<file path="src/rtl/core/smie_pkg.sv">
`default_nettype none

package smie_pkg;

    // Instruction opcodes in bits 15:12; codes not listed only advance the PC.
    typedef enum logic [3:0] {
        OP_LOAD_MEM = 4'h1,
        OP_LOAD_IMM = 4'h2,
        OP_STORE    = 4'h3,
        OP_MOVE     = 4'h4,
        OP_ADD_INT  = 4'h5,
        OP_ADD_FLT  = 4'h6,
        OP_JUMP     = 4'hB,
        OP_HALT     = 4'hC
    } t_op;

    localparam logic [2:0] EXP_BIAS = 3'd4;
    localparam logic [7:0] PC_STEP  = 8'd2;

    // Result item; the first member lands in the highest bits.
    typedef struct packed {
        logic       fp_overflow;
        logic       halted;
        logic [7:0] display_value;
        logic       display_valid;
        logic       branch_taken;
        logic [7:0] pc;
    } t_result;

    // Register file write request.
    typedef struct packed {
        logic       en;
        logic [3:0] addr;
        logic [7:0] data;
    } t_rwr;

    // Data memory write request.
    typedef struct packed {
        logic       en;
        logic [7:0] addr;
        logic [7:0] data;
    } t_mwr;

    // Float sum and its overflow flag.
    typedef struct packed {
        logic       ovf;
        logic [7:0] val;
    } t_fadd;

    // Add two 8-bit floats: sign, 3-bit excess-4 exponent, 4-bit mantissa.
    // Values are worked in units of 1/256; the result is truncated.
    function automatic t_fadd fl_add(input logic [7:0] a, input logic [7:0] b);
        logic [10:0]        mag_a;
        logic [10:0]        mag_b;
        logic signed [12:0] sa;
        logic signed [12:0] sb;
        logic signed [12:0] sum;
        logic [12:0]        abs_sum;
        logic [11:0]        amag;
        logic [2:0]         ex;
        logic [3:0]         mant;
        logic               neg;
        t_fadd              res;
        mag_a   = {7'd0, a[3:0]} << a[6:4];
        mag_b   = {7'd0, b[3:0]} << b[6:4];
        sa      = a[7] ? -$signed({2'b00, mag_a}) : $signed({2'b00, mag_a});
        sb      = b[7] ? -$signed({2'b00, mag_b}) : $signed({2'b00, mag_b});
        sum     = sa + sb;
        abs_sum = sum[12] ? 13'(-sum) : 13'(sum);
        amag    = abs_sum[11:0];
        res.ovf = 1'b0;
        // Pick the exponent from the length of the integer part.
        if (amag[11]) begin
            ex      = 3'd0;
            mant    = amag[11:8];
            res.ovf = 1'b1;
        end else if (amag[10]) begin
            ex   = 3'd7;
            mant = amag[10:7];
        end else if (amag[9]) begin
            ex   = 3'd6;
            mant = amag[9:6];
        end else if (amag[8]) begin
            ex   = 3'd5;
            mant = amag[8:5];
        end else begin
            ex   = EXP_BIAS;
            mant = amag[7:4];
        end
        // An exact zero is negative only when both inputs are negative zeros.
        if (sum != 13'sd0) begin
            neg = sum[12];
        end else begin
            neg = a[7] & b[7] & (a[3:0] == 4'd0) & (b[3:0] == 4'd0);
        end
        res.val = {neg, ex, mant};
        return res;
    endfunction

endpackage

`default_nettype wire

</file>
<file path="src/rtl/core/smie_regfile.sv">
`default_nettype none

// Sixteen 8-bit registers, two registered read ports, one write port.
// A read in the same cycle as a write to the same entry returns the new data.
module smie_regfile (
    input  wire logic              i_clk,
    input  wire logic              i_rst_n,
    input  wire logic              i_rd_en,
    input  wire logic [3:0]        i_ra_addr,
    input  wire logic [3:0]        i_rb_addr,
    input  wire smie_pkg::t_rwr    i_wr,
    output logic      [7:0]        o_ra_data,
    output logic      [7:0]        o_rb_data
);
    import smie_pkg::*;

    logic [7:0]  r_mem [16];
    logic [15:0] r_vld;
    logic [7:0]  r_ra_data;
    logic [7:0]  r_rb_data;

    // Entry valid bits; an entry never written reads as zero.
    always_ff @(posedge i_clk) begin
        if (!i_rst_n) begin
            r_vld <= '0;
        end else if (i_wr.en) begin
            r_vld[i_wr.addr] <= 1'b1;
        end
    end

    // Storage write.
    always_ff @(posedge i_clk) begin
        if (i_wr.en) begin
            r_mem[i_wr.addr] <= i_wr.data;
        end
    end

    // Registered reads with write-first bypass.
    always_ff @(posedge i_clk) begin
        if (i_rd_en) begin
            if (i_wr.en && i_wr.addr == i_ra_addr) begin
                r_ra_data <= i_wr.data;
            end else begin
                r_ra_data <= r_vld[i_ra_addr] ? r_mem[i_ra_addr] : 8'd0;
            end
            if (i_wr.en && i_wr.addr == i_rb_addr) begin
                r_rb_data <= i_wr.data;
            end else begin
                r_rb_data <= r_vld[i_rb_addr] ? r_mem[i_rb_addr] : 8'd0;
            end
        end
    end

    assign o_ra_data = r_ra_data;
    assign o_rb_data = r_rb_data;

endmodule

`default_nettype wire

</file>
<file path="src/rtl/core/smie_dmem.sv">
`default_nettype none

// 256-byte data memory, one registered read port and one write port.
// Per-entry valid bits make unwritten bytes read as zero after reset.
module smie_dmem (
    input  wire logic              i_clk,
    input  wire logic              i_rst_n,
    input  wire logic              i_rd_en,
    input  wire logic [7:0]        i_rd_addr,
    input  wire smie_pkg::t_mwr    i_wr,
    output logic      [7:0]        o_rd_data
);
    import smie_pkg::*;

    logic [7:0]   r_mem [256];
    logic [255:0] r_vld;
    logic [7:0]   r_rd_data;

    // Entry valid bits.
    always_ff @(posedge i_clk) begin
        if (!i_rst_n) begin
            r_vld <= '0;
        end else if (i_wr.en) begin
            r_vld[i_wr.addr] <= 1'b1;
        end
    end

    // Storage write.
    always_ff @(posedge i_clk) begin
        if (i_wr.en) begin
            r_mem[i_wr.addr] <= i_wr.data;
        end
    end

    // Registered read with write-first bypass.
    always_ff @(posedge i_clk) begin
        if (i_rd_en) begin
            if (i_wr.en && i_wr.addr == i_rd_addr) begin
                r_rd_data <= i_wr.data;
            end else begin
                r_rd_data <= r_vld[i_rd_addr] ? r_mem[i_rd_addr] : 8'd0;
            end
        end
    end

    assign o_rd_data = r_rd_data;

endmodule

`default_nettype wire

</file>
<file path="src/rtl/core/smie_exec.sv">
`default_nettype none

// Execute logic: decodes the instruction held in the execute stage and forms
// the write-backs, the next PC and halt state, and the result item.
module smie_exec (
    input  wire logic [15:0]       i_instr,
    input  wire logic [7:0]        i_ra_data,
    input  wire logic [7:0]        i_rb_data,
    input  wire logic [7:0]        i_mem_data,
    input  wire logic [7:0]        i_pc,
    input  wire logic              i_halt,
    output smie_pkg::t_rwr         o_rwr,
    output smie_pkg::t_mwr         o_mwr,
    output logic      [7:0]        o_pc_nxt,
    output logic                   o_halt_nxt,
    output smie_pkg::t_result      o_result
);
    import smie_pkg::*;

    t_op        op;
    logic [3:0] r_fld;
    logic [3:0] y_fld;
    logic [7:0] xy;
    t_fadd      fsum;
    logic       advance;

    assign op    = t_op'(i_instr[15:12]);
    assign r_fld = i_instr[11:8];
    assign y_fld = i_instr[3:0];
    assign xy    = i_instr[7:0];
    assign fsum  = fl_add(i_ra_data, i_rb_data);

    // Decode and execute.
    always_comb begin
        o_rwr      = '0;
        o_mwr      = '0;
        o_result   = '0;
        o_halt_nxt = i_halt;
        advance    = 1'b1;
        o_pc_nxt   = i_pc;
        if (i_halt) begin
            advance = 1'b0;
        end else begin
            case (op)
                OP_LOAD_MEM: begin
                    o_rwr = '{en: 1'b1, addr: r_fld, data: i_mem_data};
                end
                OP_LOAD_IMM: begin
                    o_rwr = '{en: 1'b1, addr: r_fld, data: xy};
                end
                OP_STORE: begin
                    o_mwr = '{en: 1'b1, addr: xy, data: i_ra_data};
                    if (xy == 8'd0) begin
                        o_result.display_valid = 1'b1;
                        o_result.display_value = i_ra_data;
                    end
                end
                OP_MOVE: begin
                    o_rwr = '{en: 1'b1, addr: y_fld, data: i_ra_data};
                end
                OP_ADD_INT: begin
                    o_rwr = '{en: 1'b1, addr: r_fld, data: i_ra_data + i_rb_data};
                end
                OP_ADD_FLT: begin
                    o_rwr = '{en: 1'b1, addr: r_fld, data: fsum.val};
                    o_result.fp_overflow = fsum.ovf;
                end
                OP_JUMP: begin
                    // Port B reads register 0 for a jump.
                    if (i_ra_data == i_rb_data) begin
                        o_pc_nxt                = xy;
                        o_result.branch_taken   = 1'b1;
                        advance                 = 1'b0;
                    end
                end
                OP_HALT: begin
                    o_halt_nxt = 1'b1;
                    advance    = 1'b0;
                end
                default: begin
                end
            endcase
        end
        if (advance) begin
            o_pc_nxt = i_pc + PC_STEP;
        end
        o_result.pc     = o_pc_nxt;
        o_result.halted = o_halt_nxt;
    end

endmodule

`default_nettype wire

</file>
<file path="src/rtl/core/simple_machine_instruction_executor_unit.sv">
`default_nettype none

// Instruction executor for a small teaching machine: sixteen 8-bit registers,
// 256 bytes of data memory, a program counter and a sticky halt flag. Each
// input item is one 16-bit instruction; each produces exactly one result item
// carrying the new PC and status flags. The block takes one instruction per
// clock cycle while the output is not stalled: register
// file and memory reads are registered at acceptance (with write-first bypass
// from the instruction retiring in that same cycle); execution and write-back
// happen when the execute stage moves into the output register. Registers
// and memory come out of reset reading zero through per-entry valid bits,
// so there is no clearing pass and items are accepted right after reset.
module simple_machine_instruction_executor_unit (
    input  wire logic        i_clk,
    input  wire logic        i_rst_n,
    input  wire logic        s_axis_tvalid,
    output logic             s_axis_tready,
    input  wire logic [15:0] s_axis_tdata,  // [15:0] instruction
    output logic             m_axis_tvalid,
    input  wire logic        m_axis_tready,
    output logic      [23:0] m_axis_tdata   // [7:0] pc, [8] branch_taken,
                                            // [9] display_valid,
                                            // [17:10] display_value,
                                            // [18] halted, [19] fp_overflow,
                                            // [23:20] zero
);
    import smie_pkg::*;

    logic        in_fire;
    logic        s1_fire;
    t_op         in_op;
    logic [3:0]  ra_addr;
    logic [3:0]  rb_addr;

    logic        r_s1_valid;
    logic [15:0] r_s1_instr;
    logic [7:0]  r_pc;
    logic        r_halt;
    logic        r_out_valid;
    t_result     r_out;

    logic [7:0]  ra_data;
    logic [7:0]  rb_data;
    logic [7:0]  mem_data;
    t_rwr        rwr;
    t_mwr        mwr;
    t_rwr        rwr_g;
    t_mwr        mwr_g;
    logic [7:0]  n_pc;
    logic        n_halt;
    t_result     n_out;

    // Handshake: the execute stage moves when the output register is free.
    assign s1_fire       = r_s1_valid && (!r_out_valid || m_axis_tready);
    assign s_axis_tready = !r_s1_valid || s1_fire;
    assign in_fire       = s_axis_tvalid && s_axis_tready;

    // Register read addresses from the incoming instruction.
    assign in_op = t_op'(s_axis_tdata[15:12]);
    always_comb begin
        ra_addr = s_axis_tdata[11:8];
        rb_addr = s_axis_tdata[3:0];
        case (in_op)
            OP_MOVE, OP_ADD_INT, OP_ADD_FLT: begin
                ra_addr = s_axis_tdata[7:4];
            end
            OP_JUMP: begin
                rb_addr = 4'd0;
            end
            default: begin
            end
        endcase
    end

    // Writes only happen when the instruction retires.
    always_comb begin
        rwr_g    = rwr;
        mwr_g    = mwr;
        rwr_g.en = rwr.en && s1_fire;
        mwr_g.en = mwr.en && s1_fire;
    end

    smie_regfile u_regfile (
        .i_clk     (i_clk),
        .i_rst_n   (i_rst_n),
        .i_rd_en   (in_fire),
        .i_ra_addr (ra_addr),
        .i_rb_addr (rb_addr),
        .i_wr      (rwr_g),
        .o_ra_data (ra_data),
        .o_rb_data (rb_data)
    );

    smie_dmem u_dmem (
        .i_clk     (i_clk),
        .i_rst_n   (i_rst_n),
        .i_rd_en   (in_fire),
        .i_rd_addr (s_axis_tdata[7:0]),
        .i_wr      (mwr_g),
        .o_rd_data (mem_data)
    );

    smie_exec u_exec (
        .i_instr    (r_s1_instr),
        .i_ra_data  (ra_data),
        .i_rb_data  (rb_data),
        .i_mem_data (mem_data),
        .i_pc       (r_pc),
        .i_halt     (r_halt),
        .o_rwr      (rwr),
        .o_mwr      (mwr),
        .o_pc_nxt   (n_pc),
        .o_halt_nxt (n_halt),
        .o_result   (n_out)
    );

    // Execute stage and machine state.
    always_ff @(posedge i_clk) begin
        if (!i_rst_n) begin
            r_s1_valid <= 1'b0;
            r_pc       <= '0;
            r_halt     <= 1'b0;
        end else begin
            if (in_fire) begin
                r_s1_valid <= 1'b1;
            end else if (s1_fire) begin
                r_s1_valid <= 1'b0;
            end
            if (s1_fire) begin
                r_pc   <= n_pc;
                r_halt <= n_halt;
            end
        end
    end

    always_ff @(posedge i_clk) begin
        if (in_fire) begin
            r_s1_instr <= s_axis_tdata;
        end
    end

    // Output register.
    always_ff @(posedge i_clk) begin
        if (!i_rst_n) begin
            r_out_valid <= 1'b0;
        end else if (s1_fire) begin
            r_out_valid <= 1'b1;
        end else if (m_axis_tready) begin
            r_out_valid <= 1'b0;
        end
    end

    always_ff @(posedge i_clk) begin
        if (s1_fire) begin
            r_out <= n_out;
        end
    end

    assign m_axis_tvalid = r_out_valid;
    assign m_axis_tdata  = {4'd0, r_out};

    // The halt flag never clears once set.
    a_halt_sticky: assert property (@(posedge i_clk) disable iff (!i_rst_n)
        r_halt |=> r_halt)
        else $error("halt flag cleared");

    // A halted machine neither writes registers nor memory.
    a_halt_no_write: assert property (@(posedge i_clk) disable iff (!i_rst_n)
        r_halt |-> (!rwr.en && !mwr.en))
        else $error("write while halted");

    // Overflow only comes from a float add, never from a halted machine.
    a_ovf_not_halted: assert property (@(posedge i_clk) disable iff (!i_rst_n)
        (r_out_valid && r_out.fp_overflow) |-> !r_out.halted)
        else $error("overflow reported with halt");

    // A retiring instruction loads its PC and halt state into the machine.
    a_pc_update: assert property (@(posedge i_clk) disable iff (!i_rst_n)
        s1_fire |=> (r_pc == r_out.pc && r_halt == r_out.halted))
        else $error("machine state differs from result");

    // An empty execute stage always takes a new instruction.
    a_ready_empty: assert property (@(posedge i_clk) disable iff (!i_rst_n)
        !r_s1_valid |-> s_axis_tready)
        else $error("stall with empty execute stage");

endmodule

`default_nettype wire
</file>
<file path="config.mk">
export PLATFORM = sky130hd
export DESIGN_NAME = simple_machine_instruction_executor_unit
export DESIGN_NICKNAME = d
export VERILOG_FILES = /design/src/rtl/core/smie_pkg.sv /design/src/rtl/core/smie_regfile.sv /design/src/rtl/core/smie_dmem.sv /design/src/rtl/core/smie_exec.sv /design/src/rtl/core/simple_machine_instruction_executor_unit.sv
export SDC_FILE = /design/constraint.sdc
export NUM_CORES = 2
export LEC_CHECK = 0
export ABC_CLOCK_PERIOD_IN_PS = 8300
export BUFFER_PORTS_ARGS = -buffer_cell sky130_fd_sc_hd__buf_2
export CAP_MARGIN = 20
export CORE_MARGIN = 3
export CORE_UTILIZATION = 55
export DETAILED_ROUTE_END_ITERATION = 8
export PLACE_DENSITY_LB_ADDON = 0.08
export SYNTH_ARGS = -nofsm -noshare
export SYNTH_HDL_FRONTEND = slang
export SYNTH_SLANG_ARGS = --single-unit
</file>
<file path="constraint.sdc">
create_clock -name i_clk -period 8.3 [get_ports i_clk]
set_clock_uncertainty 0.2 [all_clocks]
set_input_delay 1.66 -clock i_clk [delete_from_list [all_inputs] [get_ports i_clk]]
set_output_delay 1.66 -clock i_clk [all_outputs]
set_load 0.005 [all_outputs]
</file>
==> impl_results.md <==
- Post-synth top flop: edfxtp_1
- Leak: 36.65 nW
- HP Class: flip-flop to flip-flop
- YS warnings: 0
- Routed length per instance: 31.69 um
- Pwr dens: 240.9 nW/um^2
- Tcrit/Tclk final: 78.67%
- Antenna-violating nets left: 0
- PortBufs: 41
- Min-delay src: u_dmem.r_vld[126]
- Max-Slew Margin vs Limit: 23.12%
- Largest net degree at the start of global routing: 229
- Num ports: 46
- Resized cells post-CTS: 0
- Post-CTS Repair Setup Buffers: 0
- CTS Root Cell: clkbuf_16
- Die X: 434.9 um
- Fin util: 62.43%
- Worst Tran Pin Value: 1.150 ns
- FF+latch count, synth: 2519
- Clk buf depth: 4
- Register area: 72810 um^2
- Clock sink count: 2519
- Worst EP required: 8.70 ns
- Max-cap violations: 0
- First-pass GRT wire length: 367700 um
- Mux share of post-synthesis cell area: 18.66%
- Post-DP HPWL: 148900 um
- Crit path arrival time: 6.93 ns
- Cell count after synthesis: 5105
- Synth Area in XOR/XNOR: 0.4515%
- Simple-gate share of the synthesized area: 3.144%
- Cell area after synthesis: 101200 um^2
- Post-Layout Cell Count: 7895
- Area growth from synthesis to layout: 12.16%
- Final Critical Period: 6.529 ns
- Starting Density: 55.67%
- Area used by multi-input combinational logic: 27160 um^2
- Nets: 5293
- RSZ-0062 raised after global routing: false
- Number of synthesized flops with an enable pin: 2236
- Peak Freq: 0.1532 GHz
- Synth Area in Compound Gates: 4.100%
- Largest family of logic cells by synthesized area: multiplexers
- CP max FO: 16
- Pre-CTS WS: 1.851 ns
- Avg Cell Area, Syn: 19.81 um^2
- Most frequent cell after synthesis: edfxtp_1
- Crit. Startpoint: u_regfile.o_ra_data[5]
- H-tree Lvls: 5
- # placed instances: 7415
- CTS buffer count: 275
- Hold Vio Cnt, Final: 0
- Total number of vias: 51210
- Vias per Instance: 6.487
- Row cnt: 156
- Synth Area in Adders: 0.3241%
- Endpoints failing setup: 0
- Top cells by count, synth: edfxtp_1 (2236), mux4_2 (802), nor2_1 (369), dfxtp_1 (283), o21a_1 (277)
- Detailed Route WL: 250200 um
- Hold buffer count at cts: 0
- Final worst slack: 1.771 ns
- Total power: 27.33 mW
- Initial DRC Count: 5401
- Startpoint Class: flip-flop
- Crit end category: flip-flop
- Vias in the first global route: 51160
- Gp weighted congestion: 0.8357
- CTS tree: done
- Clock-pin slew on the worst setup and hold paths: 0.06 ns
- Unique masters post-synth: 82
- DR pass1 iterations: 8
- Total track usage: 26.64%
- Outcome: finished clean
- Reg2reg start: u_regfile.o_ra_data[5]
- Top-area cell type share of the netlist area: 66.38%
- Layout cells sized above 1: 26.34%
- Grt ovf: 0
- Sequential area share after synthesis: 71.98%
- Initial antenna violation count: 5
- Filler instances: 12580
- Skew-Pair Late Insertion Delay: 0.91 ns
- Synth async-reset ratio: 0%
- CORE AREA: 181700 um^2
- Max-slew violation count: 0
- Synth area leader: edfxtp_1
- Area contributors post-synth: edfxtp_1 (66%), mux4_2 (18%), dfxtp_1 (5.6%), o21a_1 (2.1%), nor2_1 (1.4%)
- Die Ht: 434.9 um
- VDD IR max: 0.2868 mV
- Crit Path Category: flip-flop to flip-flop
- Drt drc: 0
- Die ar.: 189100 um^2
## metal layers
layer  GRT usage [%]  vias up  wire length, um
met5               0        -               26
met4           7.832        4             7323
met3           4.385      413            16670
met2           42.22     1957           121900
met1           38.79    27440           104200
li1                -    21400                -
## area by class of cell
class	count	share of cell area, %
Clock inverter	99	0.7863
Timing Repair Buffer	183	1.477
Clock buffer	374	6.845
Antenna cell	2	0.004411
Multi-Input combinational cell	2249	23.94
Inverter	20	0.06617
Sequential cell	2519	64.18
Tap cell	2449	2.701
## state kept, by name, indices dropped and copies added, names as in the netlist, 16 cells and up
signal and cells:
u_regfile.r_mem 128, u_dmem.r_mem 2048, u_dmem.r_vld 256, u_regfile.r_vld 16, r_s1_instr 16, m_axis_tdata 20
## cells in the final DEF, fill, tap and decap left out, drive strengths merged, types with 8 or more instances in the layout
cell type	count
a211oi	19
a221o	13
a22oi	12
a221oi	8
nand3b	13
nor2b	20
nand3	37
dfxtp	283
mux4	802
mux2	21
buf	182
nor3	33
inv	24
nor2	369
nand2	142
o22ai	11
clkbuf	375
bufinv	16
nor4	8
clkinv	74
a31oi	21
a21oi	60
and3	13
a21o	14
nor3b	12
edfxtp	2236
xnor2	29
o21ai	68
ha	23
nand2b	19
o21a	277
a21boi	8
o31ai	12
or3	9
mux2i	58
xor2	18
## worst max-delay path, stage by stage (launching register included)
cell	delay, ns
edfxtp_1	0.67
clkinv_1	0.42
a21oi_1	0.24
o22ai_1	0.15
or3_1	0.38
nand2_1	0.12
xnor2_1	0.12
o21ai_0	0.13
ha_1	0.47
a211oi_1	0.11
a211oi_1	0.40
nor3_1	0.15
xor2_1	0.74
and4_1	0.45
nand2_1	0.16
nand3_1	0.22
nand3_2	0.16
o2111ai_1	0.44
and2_1	0.53
## per-stage QoR
| step | hold slack (ns) | area (um^2) | TNS [ns] |
|---|---|---|---|
| 6_report | 0.2602 | 113500 | 0 |
| 4_1_cts | 0.2613 | 113300 | 0 |
| 2_1_floorplan | 0.2354 | 101200 | -1191.44 |
| 3_3_place_gp | 0.2407 | 104700 | 0 |
| 3_5_place_dp | 0.2476 | 104700 | 0 |
| 5_1_grt | 0.2697 | 113400 | 0 |
## final timing paths
check / end / slack (ns) / cells after the start
hold reg to reg: u_dmem.r_vld[126] / 0.26 / 1
setup / recovery: u_regfile.r_mem[11][4] / 1.77 / 18
setup reg to reg: u_regfile.r_mem[11][4] / 1.77 / 18
hold / removal: u_dmem.r_vld[126] / 0.26 / 1
## logic make-up after synthesis
family | Yosys count
AO/OA/AOI/OAI | 583
XOR/XNOR | 47
adder cells (fa/ha/maj) | 25
buffers and inverters | 340
flip-flops | 2519
multiplexers | 881
other | 1
AND/OR/NAND/NOR | 709
## where the power goes
group          switching, mW  internal, mW
logic                   1.07         0.736
clock network           4.78          7.03
registers             0.0443          13.7
total                   5.89          21.4
Power figures use the tool's default switching activity.
